===== src/hw/rtl/mntv_pkg.sv =====
`default_nettype none
// ----------------------------------------------------------------------------
// mntv_pkg: shared types and constants for the MIDI note to voice CV block
// Voice and priority list sizes, message codes, register indexes, pitch math.
// ----------------------------------------------------------------------------
package mntv_pkg;

   localparam int VOICE_COUNT    = 8;
   localparam int PRIORITY_DEPTH = 128;

   localparam int VIDX_W  = (VOICE_COUNT > 1) ? $clog2(VOICE_COUNT) : 1;
   localparam int PRIO_AW = (PRIORITY_DEPTH > 1) ? $clog2(PRIORITY_DEPTH) : 1;
   localparam int PRIO_CW = $clog2(PRIORITY_DEPTH + 1);

   typedef logic [6:0]         note_type;
   typedef logic [6:0]         vel_type;
   typedef logic signed [20:0] pitch_type;
   typedef logic signed [17:0] bend_type;

   typedef enum logic [1:0] {
      CSR_POLY_MODE  = 2'd0,
      CSR_RECV_CHAN  = 2'd1,
      CSR_BEND_RANGE = 2'd2
   } csr_index_type;

   localparam logic [3:0] MSG_NOTE_OFF = 4'h8;
   localparam logic [3:0] MSG_NOTE_ON  = 4'h9;
   localparam logic [3:0] MSG_CONTROL  = 4'hB;
   localparam logic [3:0] MSG_BEND     = 4'hE;
   localparam logic [3:0] MSG_SYSTEM   = 4'hF;
   localparam note_type   SUSTAIN_CC   = 7'd64;
   localparam logic [6:0] MIDDLE_C     = 7'd60;
   localparam logic [3:0] RANGE_MIN    = 4'd1;
   localparam logic [3:0] RANGE_MAX    = 4'd12;
   localparam logic [3:0] RANGE_RESET  = 4'd2;
   localparam logic [4:0] CHAN_NONE    = 5'h1F;

   typedef struct packed {
      logic                 en;
      logic [PRIO_AW-1:0]   addr;
      note_type             data;
   } prio_wr_type;

   typedef struct packed {
      logic                 en;
      logic [PRIO_AW-1:0]   addr;
   } prio_rd_type;

   // semitone offset from middle C in 1/8192 steps, plus the bend offset
   function automatic pitch_type pitch_of(input note_type n, input bend_type b);
      logic signed [7:0] d;
      d = $signed({1'b0, n}) - $signed({1'b0, MIDDLE_C});
      return $signed({d, 13'b0}) + pitch_type'(b);
   endfunction

endpackage
`default_nettype wire


===== src/hw/rtl/mntv_prio_list.sv =====
`default_nettype none
// ----------------------------------------------------------------------------
// mntv_prio_list: last-note priority list storage
// Single write port, single registered read port.
// ----------------------------------------------------------------------------
module mntv_prio_list (
   input  wire                    clock,
   input  mntv_pkg::prio_wr_type  wr,
   input  mntv_pkg::prio_rd_type  rd,
   output mntv_pkg::note_type     rd_data
);
   import mntv_pkg::*;

   note_type mem [PRIORITY_DEPTH];
   note_type rd_data_ff;

   always_ff @(posedge clock) begin
      if (wr.en) begin
         mem[wr.addr] <= wr.data;
      end
      if (rd.en) begin
         rd_data_ff <= mem[rd.addr];
      end
   end

   assign rd_data = rd_data_ff;

endmodule
`default_nettype wire


===== src/hw/rtl/midi_note_to_voice_cv.sv =====
`default_nettype none
// ----------------------------------------------------------------------------
// midi_note_to_voice_cv: MIDI channel messages to per-voice gate/pitch/velocity
// Poly allocation or mono last-note priority, sustain pedal and pitch bend.
// ----------------------------------------------------------------------------
//  channel | ports                                   | dir | transaction
//  req     | req_valid/ready, status, data_one/two   | in  | one MIDI message
//  rsp     | rsp_valid/ready, voice, gate, pitch...  | out | one voice update
//  csr     | csr_write_en, csr_index, csr_wdata      | in  | register write
//
// An ignored message is taken without leaving idle. Otherwise the voices are
// scanned one at a time (up to VOICE_COUNT), and each result is held while
// rsp_ready is low. Mono note messages first walk the priority list, one entry
// per cycle, and make a second pass when a full list drops its oldest entry.
// req_ready is high only while idle. Reset is synchronous; the priority list
// needs no clearing, its fill count marks the valid entries.
// ----------------------------------------------------------------------------
module midi_note_to_voice_cv (
   input  wire                   clock,
   input  wire                   reset,
   input  wire                   req_valid,
   output logic                  req_ready,
   input  wire  [7:0]            req_status_byte,
   input  wire  [6:0]            req_data_one,
   input  wire  [6:0]            req_data_two,
   output logic                  rsp_valid,
   input  wire                   rsp_ready,
   output logic [2:0]            rsp_voice_index,
   output logic                  rsp_gate_on,
   output logic signed [20:0]    rsp_pitch_value,
   output logic [6:0]            rsp_velocity_value,
   output logic                  rsp_last_of_run,
   input  wire                   csr_write_en,
   input  wire  [1:0]            csr_index,
   input  wire  [4:0]            csr_wdata
);
   import mntv_pkg::*;

   typedef enum logic [6:0] {
      ST_IDLE   = 7'b0000001,
      ST_SCAN   = 7'b0000010,
      ST_PUSH   = 7'b0000100,
      ST_TOP_RD = 7'b0001000,
      ST_TOP_WT = 7'b0010000,
      ST_VOICE  = 7'b0100000,
      ST_OUT    = 7'b1000000
   } state_type;

   typedef enum logic [2:0] {
      OP_POLY_ON, OP_POLY_OFF, OP_MONO_ON, OP_MONO_OFF, OP_PEDAL, OP_BEND
   } op_type;

   state_type state_ff, state_in;
   op_type    op_ff, op_in;

   logic        poly_ff, poly_in;
   logic [4:0]  chan_ff, chan_in;
   logic [3:0]  range_ff, range_in;
   logic        sustain_ff, sustain_in;
   bend_type    bend_ff, bend_in;
   logic [PRIO_CW-1:0] count_ff, count_in;

   logic      held_valid_ff [VOICE_COUNT];
   logic      held_valid_in [VOICE_COUNT];
   note_type  held_note_ff  [VOICE_COUNT];
   note_type  held_note_in  [VOICE_COUNT];
   logic      snd_valid_ff  [VOICE_COUNT];
   logic      snd_valid_in  [VOICE_COUNT];
   note_type  snd_note_ff   [VOICE_COUNT];
   note_type  snd_note_in   [VOICE_COUNT];
   logic      gate_ff       [VOICE_COUNT];
   logic      gate_in       [VOICE_COUNT];
   vel_type   vel_store_ff  [VOICE_COUNT];
   vel_type   vel_store_in  [VOICE_COUNT];
   pitch_type pitch_ff      [VOICE_COUNT];
   pitch_type pitch_in      [VOICE_COUNT];

   note_type  note_ff, note_in;
   vel_type   vel_ff, vel_in;
   logic      fresh_ff, fresh_in;
   logic [VIDX_W-1:0]  vc_ff, vc_in;
   logic [PRIO_CW-1:0] ptr_ff, ptr_in;
   logic [PRIO_CW-1:0] k_ff, k_in;
   logic      pend_ff, pend_in;
   logic      shift_ff, shift_in;
   logic      last_ff, last_in;

   logic [2:0]  out_voice_ff, out_voice_in;
   logic        out_gate_ff, out_gate_in;
   pitch_type   out_pitch_ff, out_pitch_in;
   vel_type     out_vel_ff, out_vel_in;

   prio_wr_type prio_wr;
   prio_rd_type prio_rd;
   note_type    prio_data;

   logic [VOICE_COUNT-1:0] match_vec;
   logic                   more_after;
   logic signed [13:0]     bend_raw;
   bend_type               bend_prod;
   logic [PRIO_CW-1:0]     top_idx;
   logic [3:0]             msg_type;
   logic                   chan_hit;
   logic                   has_note, vel_ok, set_held;
   note_type               new_note;
   pitch_type              new_pitch;
   logic                   new_gate;
   vel_type                new_vel;
   logic [4:0]             csr_chan;
   logic [3:0]             csr_range;

   mntv_prio_list u_prio_list (
      .clock   (clock),
      .wr      (prio_wr),
      .rd      (prio_rd),
      .rd_data (prio_data)
   );

   assign msg_type  = req_status_byte[7:4];
   assign chan_hit  = req_status_byte[7] && (msg_type != MSG_SYSTEM) &&
                      !chan_ff[4] && (chan_ff[3:0] == req_status_byte[3:0]);
   assign bend_raw  = $signed({~req_data_two[6], req_data_two[5:0], req_data_one});
   assign bend_prod = bend_raw * $signed({1'b0, range_ff});
   assign top_idx   = count_ff - 1'b1;
   assign csr_chan  = csr_wdata;
   assign csr_range = csr_wdata[3:0];

   // voices this message touches, and whether any is left above the current one
   always_comb begin
      match_vec  = '0;
      more_after = 1'b0;
      for (int i = 0; i < VOICE_COUNT; i++) begin
         case (op_ff)
            OP_POLY_ON:  match_vec[i] = !snd_valid_ff[i];
            OP_POLY_OFF: match_vec[i] = held_valid_ff[i] && (held_note_ff[i] == note_ff);
            OP_PEDAL:    match_vec[i] = !held_valid_ff[i] && (poly_ff || i == 0);
            OP_BEND:     match_vec[i] = poly_ff || i == 0;
            default:     match_vec[i] = (i == 0);
         endcase
         if (match_vec[i] && (VIDX_W'(i) > vc_ff)) begin
            more_after = 1'b1;
         end
      end
   end

   // new values for the voice under the scan pointer
   always_comb begin
      has_note = 1'b0;
      vel_ok   = 1'b0;
      set_held = 1'b0;
      new_note = note_ff;
      case (op_ff)
         OP_POLY_ON: begin
            has_note = 1'b1;
            vel_ok   = 1'b1;
            set_held = 1'b1;
         end
         OP_MONO_ON: begin
            has_note = 1'b1;
            vel_ok   = fresh_ff;
            set_held = 1'b1;
         end
         OP_MONO_OFF: begin
            has_note = (count_ff != '0);
            set_held = has_note;
         end
         OP_BEND: begin
            has_note = snd_valid_ff[vc_ff];
            new_note = snd_note_ff[vc_ff];
         end
         default: ;
      endcase
      new_pitch = has_note ? pitch_of(new_note, bend_ff) : pitch_ff[vc_ff];
      new_gate  = has_note || (sustain_ff && gate_ff[vc_ff]);
      new_vel   = (has_note && vel_ok) ? vel_ff : vel_store_ff[vc_ff];
   end

   always_comb begin
      state_in     = state_ff;
      op_in        = op_ff;
      poly_in      = poly_ff;
      chan_in      = chan_ff;
      range_in     = range_ff;
      sustain_in   = sustain_ff;
      bend_in      = bend_ff;
      count_in     = count_ff;
      held_valid_in = held_valid_ff;
      held_note_in  = held_note_ff;
      snd_valid_in  = snd_valid_ff;
      snd_note_in   = snd_note_ff;
      gate_in       = gate_ff;
      vel_store_in  = vel_store_ff;
      pitch_in      = pitch_ff;
      note_in      = note_ff;
      vel_in       = vel_ff;
      fresh_in     = fresh_ff;
      vc_in        = vc_ff;
      ptr_in       = ptr_ff;
      k_in         = k_ff;
      pend_in      = 1'b0;
      shift_in     = shift_ff;
      last_in      = last_ff;
      out_voice_in = out_voice_ff;
      out_gate_in  = out_gate_ff;
      out_pitch_in = out_pitch_ff;
      out_vel_in   = out_vel_ff;
      prio_wr      = '0;
      prio_rd      = '0;

      case (state_ff)
         ST_IDLE: begin
            if (req_valid) begin
               note_in  = req_data_one;
               vel_in   = req_data_two;
               vc_in    = '0;
               ptr_in   = '0;
               k_in     = '0;
               shift_in = 1'b0;
               fresh_in = (count_ff == '0);
               if (chan_hit) begin
                  case (msg_type)
                     MSG_NOTE_ON, MSG_NOTE_OFF: begin
                        if (msg_type == MSG_NOTE_ON && req_data_two != '0) begin
                           op_in = poly_ff ? OP_POLY_ON : OP_MONO_ON;
                        end else begin
                           op_in = poly_ff ? OP_POLY_OFF : OP_MONO_OFF;
                        end
                        state_in = poly_ff ? ST_VOICE : ST_SCAN;
                     end
                     MSG_CONTROL: begin
                        if (req_data_one == SUSTAIN_CC) begin
                           sustain_in = req_data_two[6];
                           if (!req_data_two[6]) begin
                              op_in    = OP_PEDAL;
                              state_in = ST_VOICE;
                           end
                        end
                     end
                     MSG_BEND: begin
                        bend_in  = bend_prod;
                        op_in    = OP_BEND;
                        state_in = ST_VOICE;
                     end
                     default: ;
                  endcase
               end
            end
         end

         // compact the list: drop the note (or the oldest entry when shifting)
         ST_SCAN: begin
            if (ptr_ff < count_ff) begin
               prio_rd.en   = 1'b1;
               prio_rd.addr = ptr_ff[PRIO_AW-1:0];
               ptr_in       = ptr_ff + 1'b1;
               pend_in      = 1'b1;
            end
            if (pend_ff && (shift_ff || prio_data != note_ff)) begin
               prio_wr.en   = 1'b1;
               prio_wr.addr = k_ff[PRIO_AW-1:0];
               prio_wr.data = prio_data;
               k_in         = k_ff + 1'b1;
            end
            if (ptr_ff == count_ff && !pend_ff) begin
               count_in = k_ff;
               if (op_ff == OP_MONO_ON) begin
                  if (!shift_ff && k_ff >= PRIO_CW'(PRIORITY_DEPTH)) begin
                     shift_in = 1'b1;
                     ptr_in   = PRIO_CW'(1);
                     k_in     = '0;
                  end else begin
                     state_in = ST_PUSH;
                  end
               end else begin
                  state_in = (k_ff == '0) ? ST_VOICE : ST_TOP_RD;
               end
            end
         end

         ST_PUSH: begin
            prio_wr.en   = 1'b1;
            prio_wr.addr = count_ff[PRIO_AW-1:0];
            prio_wr.data = note_ff;
            count_in     = count_ff + 1'b1;
            state_in     = ST_VOICE;
         end

         ST_TOP_RD: begin
            prio_rd.en   = 1'b1;
            prio_rd.addr = top_idx[PRIO_AW-1:0];
            state_in     = ST_TOP_WT;
         end

         ST_TOP_WT: begin
            note_in  = prio_data;
            state_in = ST_VOICE;
         end

         ST_VOICE: begin
            if (match_vec[vc_ff]) begin
               if (op_ff == OP_POLY_OFF) begin
                  held_valid_in[vc_ff] = 1'b0;
               end else if (op_ff == OP_MONO_OFF) begin
                  held_valid_in[vc_ff] = has_note;
               end
               if (set_held) begin
                  held_valid_in[vc_ff] = 1'b1;
                  held_note_in[vc_ff]  = new_note;
               end
               snd_valid_in[vc_ff] = has_note;
               snd_note_in[vc_ff]  = has_note ? new_note : '0;
               gate_in[vc_ff]      = new_gate;
               vel_store_in[vc_ff] = new_vel;
               pitch_in[vc_ff]     = new_pitch;
               out_voice_in = 3'(vc_ff);
               out_gate_in  = new_gate;
               out_pitch_in = new_pitch;
               out_vel_in   = new_vel;
               last_in      = (op_ff == OP_POLY_ON) || !more_after;
               state_in     = ST_OUT;
            end else if (vc_ff == VIDX_W'(VOICE_COUNT - 1)) begin
               state_in = ST_IDLE;
            end else begin
               vc_in = vc_ff + 1'b1;
            end
         end

         ST_OUT: begin
            if (rsp_ready) begin
               if (last_ff) begin
                  state_in = ST_IDLE;
               end else begin
                  vc_in    = vc_ff + 1'b1;
                  state_in = ST_VOICE;
               end
            end
         end

         default: state_in = ST_IDLE;
      endcase

      if (csr_write_en) begin
         case (csr_index)
            CSR_POLY_MODE: begin
               poly_in    = csr_wdata[0];
               chan_in    = CHAN_NONE;
               sustain_in = 1'b0;
               bend_in    = '0;
               count_in   = '0;
               for (int i = 0; i < VOICE_COUNT; i++) begin
                  held_valid_in[i] = 1'b0;
                  held_note_in[i]  = '0;
                  snd_valid_in[i]  = 1'b0;
                  snd_note_in[i]   = '0;
                  gate_in[i]       = 1'b0;
                  vel_store_in[i]  = '0;
                  pitch_in[i]      = '0;
               end
            end
            CSR_RECV_CHAN: begin
               if (!csr_chan[4] || csr_chan == CHAN_NONE) begin
                  chan_in = csr_chan;
               end
            end
            CSR_BEND_RANGE: begin
               if (csr_range >= RANGE_MIN && csr_range <= RANGE_MAX) begin
                  range_in = csr_range;
               end
            end
            default: ;
         endcase
      end
   end

   always_ff @(posedge clock) begin
      if (reset) begin
         state_ff   <= ST_IDLE;
         op_ff      <= OP_BEND;
         poly_ff    <= 1'b0;
         chan_ff    <= CHAN_NONE;
         range_ff   <= RANGE_RESET;
         sustain_ff <= 1'b0;
         bend_ff    <= '0;
         count_ff   <= '0;
         pend_ff    <= 1'b0;
         shift_ff   <= 1'b0;
         last_ff    <= 1'b0;
         vc_ff      <= '0;
         ptr_ff     <= '0;
         k_ff       <= '0;
         for (int i = 0; i < VOICE_COUNT; i++) begin
            held_valid_ff[i] <= 1'b0;
            held_note_ff[i]  <= '0;
            snd_valid_ff[i]  <= 1'b0;
            snd_note_ff[i]   <= '0;
            gate_ff[i]       <= 1'b0;
            vel_store_ff[i]  <= '0;
            pitch_ff[i]      <= '0;
         end
      end else begin
         state_ff      <= state_in;
         op_ff         <= op_in;
         poly_ff       <= poly_in;
         chan_ff       <= chan_in;
         range_ff      <= range_in;
         sustain_ff    <= sustain_in;
         bend_ff       <= bend_in;
         count_ff      <= count_in;
         pend_ff       <= pend_in;
         shift_ff      <= shift_in;
         last_ff       <= last_in;
         vc_ff         <= vc_in;
         ptr_ff        <= ptr_in;
         k_ff          <= k_in;
         held_valid_ff <= held_valid_in;
         held_note_ff  <= held_note_in;
         snd_valid_ff  <= snd_valid_in;
         snd_note_ff   <= snd_note_in;
         gate_ff       <= gate_in;
         vel_store_ff  <= vel_store_in;
         pitch_ff      <= pitch_in;
      end
   end

   always_ff @(posedge clock) begin
      note_ff      <= note_in;
      vel_ff       <= vel_in;
      fresh_ff     <= fresh_in;
      out_voice_ff <= out_voice_in;
      out_gate_ff  <= out_gate_in;
      out_pitch_ff <= out_pitch_in;
      out_vel_ff   <= out_vel_in;
   end

   assign req_ready          = (state_ff == ST_IDLE);
   assign rsp_valid          = (state_ff == ST_OUT);
   assign rsp_voice_index    = out_voice_ff;
   assign rsp_gate_on        = out_gate_ff;
   assign rsp_pitch_value    = out_pitch_ff;
   assign rsp_velocity_value = out_vel_ff;
   assign rsp_last_of_run    = last_ff;

`ifndef SYNTHESIS
   a_no_overlap: assert property (@(posedge clock) disable iff (reset)
      !(req_ready && rsp_valid))
      else $error("input taken while a result is pending");

   a_count_bound: assert property (@(posedge clock) disable iff (reset)
      count_ff <= PRIO_CW'(PRIORITY_DEPTH))
      else $error("priority list count overflow");

   a_mono_voice0: assert property (@(posedge clock) disable iff (reset)
      rsp_valid && !poly_ff |-> rsp_voice_index == '0)
      else $error("mono mode updated a voice other than 0");
`endif

endmodule
`default_nettype wire


===== config.mk =====
export PLATFORM = sky130hd
export DESIGN_NAME = midi_note_to_voice_cv
export DESIGN_NICKNAME = d
export VERILOG_FILES = /design/src/hw/rtl/mntv_pkg.sv /design/src/hw/rtl/mntv_prio_list.sv /design/src/hw/rtl/midi_note_to_voice_cv.sv
export SDC_FILE = /design/constraint.sdc
export NUM_CORES = 2
export LEC_CHECK = 0
export BUFFER_PORTS_ARGS = -buffer_cell sky130_fd_sc_hd__buf_2
export CAP_MARGIN = 20
export CORE_ASPECT_RATIO = 0.9
export CORE_MARGIN = 3
export CORE_UTILIZATION = 55
export CTS_CLUSTER_SIZE = 14
export DETAILED_ROUTE_END_ITERATION = 16
export GPL_TIMING_DRIVEN = 0
export PLACE_DENSITY_LB_ADDON = 0.1
export SLEW_MARGIN = 20
export SYNTH_ARGS = -nofsm -noshare
export SYNTH_HDL_FRONTEND = slang
export SYNTH_SLANG_ARGS = --single-unit

===== constraint.sdc =====
create_clock -name clock -period 4.95 [get_ports clock]
set_input_delay 0.2475 -clock clock [delete_from_list [all_inputs] [get_ports clock]]
set_output_delay 0.2475 -clock clock [all_outputs]
set_load 0.1 [all_outputs]

Word-level counts from Yosys, hierarchy flattened
Memory sizes are Yosys's and may differ from the RTL's. A register that Yosys moved wholly into a read port is not among the register bits.
Cells that the tools add are included.
{ "totals": {"ff_bits": 476, "mem_bits_rw": 896, "output_inout_bits": 35, "wordCells": 400, "memories": 1} }
{ "op_classes": {"add_sub_neg": 7, "mul": 1, "n_lt_le_gt_ge": 15, "eq_ne": 50, "n_mux": 158, "bitwise_logic": 6, "n_reduce_logical": 85} }
{ "memory_table": {"columns": ["memory", "words", "word_bits", "read_ports", "rd_ports_with_merged_regs", "wr", "line_no", "rtl"], "rows": [
  ["u_prio_list.mem", 128, 7, 1, 1, 1, "mntv_prio_list.sv:14", "note_type mem [PRIORITY_DEPTH];"]
]} }
{ "op_table": {"columns": ["operator", "count"], "rows": [
  ["2-to-1 mux 56 bit", 13],
  ["2-to-1 mux 168 bit", 4],
  ["2-to-1 mux 8 bit", 30],
  ["bitwise mux 168 bit", 1],
  ["bitwise mux 56 bit", 3],
  ["2-to-1 mux 7 bit", 19],
  ["2-to-1 mux 18 bit", 6],
  ["2-to-1 mux 21 bit", 4],
  ["one-hot mux 8 bit (2 select lines)", 4],
  ["binary-select mux 21 bit (select 3 bit)", 1],
  ["demux 21 bit (select 3 bit)", 1],
  ["equality test 7 bit", 8],
  ["binary-select mux 7 bit (select 3 bit)", 2],
  ["one-hot mux 7 bit (6 select lines)", 1],
  ["logical AND 1 bit", 34],
  ["one-hot mux 15 bit (2 select lines)", 1],
  ["2-to-1 mux 1 bit", 28],
  ["one-hot mux 1 bit (4 select lines)", 7],
  ["adder 8 x 1 -> 8 bit, second input constant", 3],
  ["bitwise mux 8 bit", 3],
  ["adder 21 x 18 -> 21 bit", 1],
  ["demux 7 bit (select 3 bit)", 1],
  ["logical NOT 1 bit", 21],
  ["2-to-1 mux 3 bit", 7],
  ["67 further kinds", 119]
]} }

Logic depth before layout (Yosys ltp)
{ "logic_depth": {"word_depth": 16, "depth_mapped": 20} }

Cells and area by module
From an unflattened synthesis, not the netlist that was laid out.
{ "unflattened": {"hier_cells": 4112, "area_unflattened_um2": 58742.6} }
{ "modules_own_cells": {"columns": ["mod", "n_inst", "cells_each", "area_each_um2", "seq_area_each_um2"], "rows": [
  ["mntv_prio_list", 1, 1453, 34877.2, 27116.0],
  ["midi_note_to_voice_cv", 1, 2659, 23865.4, 9999.6]
]} }

Worst setup path before layout
Ideal clock, no wire load.
{ "synth_timing": {"kind": "register to register", "start": "register count_ff[5]", "end": "register u_prio_list.rd_data_ff[4] (netlist: u_prio_list.rd_data[4]) (read register of u_prio_list.mem) (data pin)", "setup_time_ns": 0.266, "t_arrival_ns": 4.148, "t_required_ns": 4.684, "setup_slack_ns": 0.536, "path_stages_with_launch": 20, "n_path_buf": 4, "synth_period_minus_slack_ns": 4.414, "cell_sequence": "dfxtp_1 -> clkbuf_1 -> inv_1 -> ha_1 -> nand3_1 -> nor2_1 -> a2bb2oi_1 -> nor2_1 -> ha_1 -> and3b_1 -> o211ai_1 -> buf_2 -> buf_2 -> clkbuf_1 -> mux2i_1 -> mux2i_1 -> a32oi_1 -> o211ai_1 -> a32oi_1 -> o22ai_1"} }
{ "synth_between": {"elab_chain_len": 3, "elab_cells_between_ends": 4, "cone_classes": "add/sub: 1; order compare: 1; mux: 2"} }
{ "synth_rtl": {"columns": ["item", "line_no", "rtl"], "rows": [
  ["start: declaration", "midi_note_to_voice_cv.sv:61", "logic [PRIO_CW-1:0] count_ff, count_in;"],
  ["start signal: assignment", "midi_note_to_voice_cv.sv:408", "count_ff <= count_in;"],
  ["< comparator 8 bit", "midi_note_to_voice_cv.sv:252", "if (ptr_ff < count_ff) begin"],
  ["2-to-1 mux 8 bit", "midi_note_to_voice_cv.sv:252", null],
  ["one-hot mux 8 bit (2 select lines) (*)", "midi_note_to_voice_cv.sv:210", "case (state_ff)"],
  ["end: declaration", "mntv_prio_list.sv:15", "note_type rd_data_ff;"]
]} }
Every way passes the cells marked *; elsewhere a longest branch is shown, timed or not.
A chain may end at the register's enable or synchronous reset.

Worst setup path after layout
{ "layout_timing": {"start": "register count_ff[6]", "end": "register u_prio_list.rd_data_ff[1] (netlist: u_prio_list.rd_data[1]) (read register of u_prio_list.mem) (data pin)"} }
The elaborated chain is that of the path after synthesis.

==> results.md <==
- Detailed placement finished with a half-perimeter wire length of 155 mm.
- Synthesis inferred 1379 register bits.
- IR analysis of the VDD net gives a maximum drop of 0.000391 V.
- The overall power consumption is 23.5 mW.
- The minimum hold slack is 0.0527 ns.
- The number of iterations in the first detailed-routing pass is 7.
- The effective utilization at floorplan is 55.7%.
- In this run the remaining antenna-violating nets after routing total 0.
- The final critical-path setup slack is -0.0727 ns.
- For this run, the slowest stage of the critical path takes 0.83 ns.
- STA classifies the critical path endpoint as a register.
- Counting flops with a built-in enable in the synthesized netlist gives 950.
- CTS placed an instance of clkbuf_16 at the clock tree root.
- The share of synthesized registers carrying an async set or reset is 0%.
- The type of the most critical hold path is in2reg.
- The flow ran to the end, but the final reports show violations.
- The final layout net count is 5883.
- The placer's final routability congestion estimate is 1.06.
- The final critical-path required period is 5.02 ns.
- The pin count of the biggest net entering global routing is 76.
- The main flop type after synthesis is edfxtp_1.
- The worst setup path is launched from a register.
- The number of instances in the synthesized netlist is 5501.
- During synthesis, Yosys emitted a total of 0 warnings.
- Detailed routing inserted a total of 47400 vias.
- The share of the Yosys chip area taken by registers is 61.7%.
- TritonCTS built the clock tree.
- On the critical path, the stage with the largest delay is an instance of clkbuf_1.
- Dividing the detail-routed wire length by the instance count gives 30.3 microns.
- In the routed design, unresolved DRC markers number 0.
- In this run the worst path has a maximum fanout of 10.
- The kind of critical path is reg2reg.
- The initial antenna violation count is 8.
- The clock transition time at the flip-flop clock pins of the worst setup and hold paths is 0.06 ns.
- The total count of max-transition violations in the final report came to 0.
- The all-layer global routing usage is 38.6%.
- The post-synthesis cell type count is 91.
- The maximum level of the CTS H-tree is 4.
- The synthesized area per cell is 10.9 sq um.
- The post-detailed-routing wire length is 222 mm.
- Of the available clock period, the critical path in the final layout requires 101%.
- The clock passes through at most 3 buffers.
- The number of input and output port buffers inserted is 67.
- Clock skew on the completed layout was measured at 0.0443 ns.
- The x dimension of the die is 355 microns.
- The hold violation total from the final report is 0.
- The fraction of final layout cells with drive strength greater than 1 is 12.7%.
- The remaining global-route overflow is 0.
- The endpoint arrival time on the critical path is 5.50 ns.
- The signal on the critical path passes through inv_1 > ha_1 > a21o_1 > and2_1 > clkbuf_1 > nor2_1 > a31oi_2 > clkbuf_1 > clkbuf_1 > nand3_1 > a311oi_2 > o22ai_2.
- Setup repair after global routing could not meet its margin everywhere.
- The initial DRC count is 6936.
- The floorplan die area is 113000 sq um.
- When the netlist entered floorplanning its net count stood at 5623.
- The relative slew slack is 3.47%.
- The core box area is 108000 sq um.
- The number of max-cap violations is 0.
- The fmax is 199 MHz.
- The number of global-route vias before repair came to 44300.
- For this design the top-level I/O count stands at 69.
- The via density per instance is 6.46.
- Power spread over the standard cell area amounts to 341 nW/um^2.
- The transition at the pin with the smallest max-transition slack is 1.45 ns.
- The y dimension of the die is 320 microns.
- The initialized floorplan defines 114 standard-cell rows.
- The TritonCTS buffer count is 142.
- The clock drives 1379 sinks.
- Compared with the post-synthesis result, the final layout area differs by 14.2%.
- The checks that failed: setup timing.
- The mapped cell area is 60200 sq um.
- The register-to-register path setup slack is -0.07 ns.
- The worst path required time is 5.43 ns.
- The first global-routing pass estimated 315 mm of wire.
- The source-to-sink clock delay at the later pin of the worst-skew pair is 0.81 ns.
- The leakage power is 24.0 nW.
- The setup-violating endpoint count in the final report is 2.
- By instance count, the cell type seen most on the critical path is clkbuf_1.
-- area by class of cell --
class / count / area [sq um]
timing repair buffer: 123 / 1030
antenna: 5 / 12.5
inverter: 89 / 334
tap: 1450 / 1810
clock buffer: 190 / 3960
sequential: 1379 / 37100
clock inverter: 70 / 691
buffer: 363 / 1870
multi-input combinational: 3663 / 21800
fill: 8644 / 39300
-- power breakdown --
part | internal [mW] | total (mW) | switching [mW]
clock | 6.26 | 10.9 | 4.61
sequential | 12.2 | 12.2 | 0.00718
combinational | 0.127 | 0.406 | 0.280
total | 18.6 | 23.5 | 4.90
-- flip-flops by register name, summed over array words and instances, names as in the netlist, 18 cells and up --
register         count
rsp_pitch_value     21
snd_note_ff         56
pitch_ff           168
bend_ff             18
vel_store_ff        56
u_prio_list.mem    896
held_note_ff        56
-- final timing paths --
path                                                 start                               end  cells past startpoint
worst min-delay path                          csr_index[0]           chan_ff[1]$_SDFFE_PP1P_                      6
worst max register to register      count_ff[6]$_SDFF_PP0_  u_prio_list.rd_data[1]$_DFFE_PP_                     12
worst min register to register  snd_note_ff[49]$_SDFF_PP0_        snd_note_ff[49]$_SDFF_PP0_                      2
worst max-delay path                count_ff[6]$_SDFF_PP0_  u_prio_list.rd_data[1]$_DFFE_PP_                     12
-- Yosys cell counts, types with 17 or more instances --
master	instances	area share, %
a211oi_1	55	0.69
a21oi_1	171	1.4
a22oi_1	25	0.31
a311oi_1	25	0.36
a31oi_1	25	0.26
a32oi_1	42	0.61
and2_1	52	0.54
and3_1	20	0.21
buf_1	44	0.27
buf_2	96	0.80
buf_4	21	0.26
clkbuf_1	204	1.3
dfxtp_1	429	14
edfxtp_1	950	47
fa_1	29	0.96
ha_1	59	1.2
inv_1	89	0.56
mux2_2	42	0.79
mux2i_1	258	4.3
nand2_1	800	5.0
nand3_1	427	3.6
nor2_1	701	4.4
nor2b_1	17	0.18
nor3_1	241	2.0
nor3_2	26	0.43
nor4_1	31	0.32
o21ai_0	106	0.88
o21ai_1	35	0.29
o22ai_1	119	1.2
xnor2_1	27	0.39
xor2_1	71	1.0
-- cell usage in the layout, fill, tap and decap left out, drive strengths merged, types with 10 or more instances in the layout --
cell type    count
o211a           10
dlygate4sd3     34
and3            20
buf            259
o22ai          119
a31oi           25
a21o            10
nand2b          15
a31o            11
fa              29
clkbuf         381
a41oi           10
o211ai          13
a32oi           42
nor4            31
mux2            42
bufinv          12
nand2          806
clkinv          47
edfxtp         950
o21ai          142
xor2            71
nor2b           17
a22oi           25
a311oi          25
dfxtp          429
xnor2           27
or4             13
inv             93
nor3           267
nand4           10
nor2           701
a21oi          173
nand3          427
mux2i          258
a211oi          63
and2            54
ha              59
o31ai           11
-- kinds of logic (layout without fill, tap and decap cells) --
| logic type | count (synthesis) | in the layout | share of synthesized area, % |
|---|---|---|---|
| compound gates | 766 | 766 | 8.53 |
| xor+xnor | 99 | 99 | 1.46 |
| fa+ha+maj | 88 | 88 | 2.19 |
| buf+inv | 459 | 835 | 3.26 |
| flops | 1379 | 1379 | 61.7 |
| mux | 302 | 302 | 5.15 |
| other cells | 0 | 5 | 0 |
| simple gates | 2408 | 2408 | 17.7 |
-- stage by stage --
step           utilization [%]  setup slack (ns)  cells  instance area (sq um)  setup TNS [ns]
2_1_floorplan                -             0.536   5501                  60200               0
3_3_place_gp              57.7             -3.52   7018                  62300        -1818.84
3_5_place_dp              58.1             -2.43   7034                  62700          -37.15
4_1_cts                   63.3          0.000601   7323                  68300               0
5_1_grt                   63.6           -0.0655   7327                  68700          -0.328
6_report                  63.6           -0.0727   7332                  68700          -0.144
-- critical path, delay by kind of cell, from the launching register on --
family / cells / cell delay, ns
fa+ha+maj: 1 / 0.31
simple gates: 3 / 0.60
flops: 1 / 0.41
compound gates: 4 / 1.48
buf+inv: 4 / 1.89
-- timing repair --
item	CTS	global route
buffers inserted	1	5
hold endpoints to repair	37	0
gates resized for setup	177	122
pin swaps	4	12
hold buffers	34	0
setup endpoints to repair	120	607
-- layer usage --
metal  vias to the layer above  routed length (microns)  track usage, %
li1                      20400                        -               -
met1                     23000                    83100            49.9
met2                      3212                    97400            58.5
met3                       735                    23900            8.87
met4                         6                    17400            26.1
met5                         -                       97               0
No activity file was read; power rests on OpenSTA's default activity.
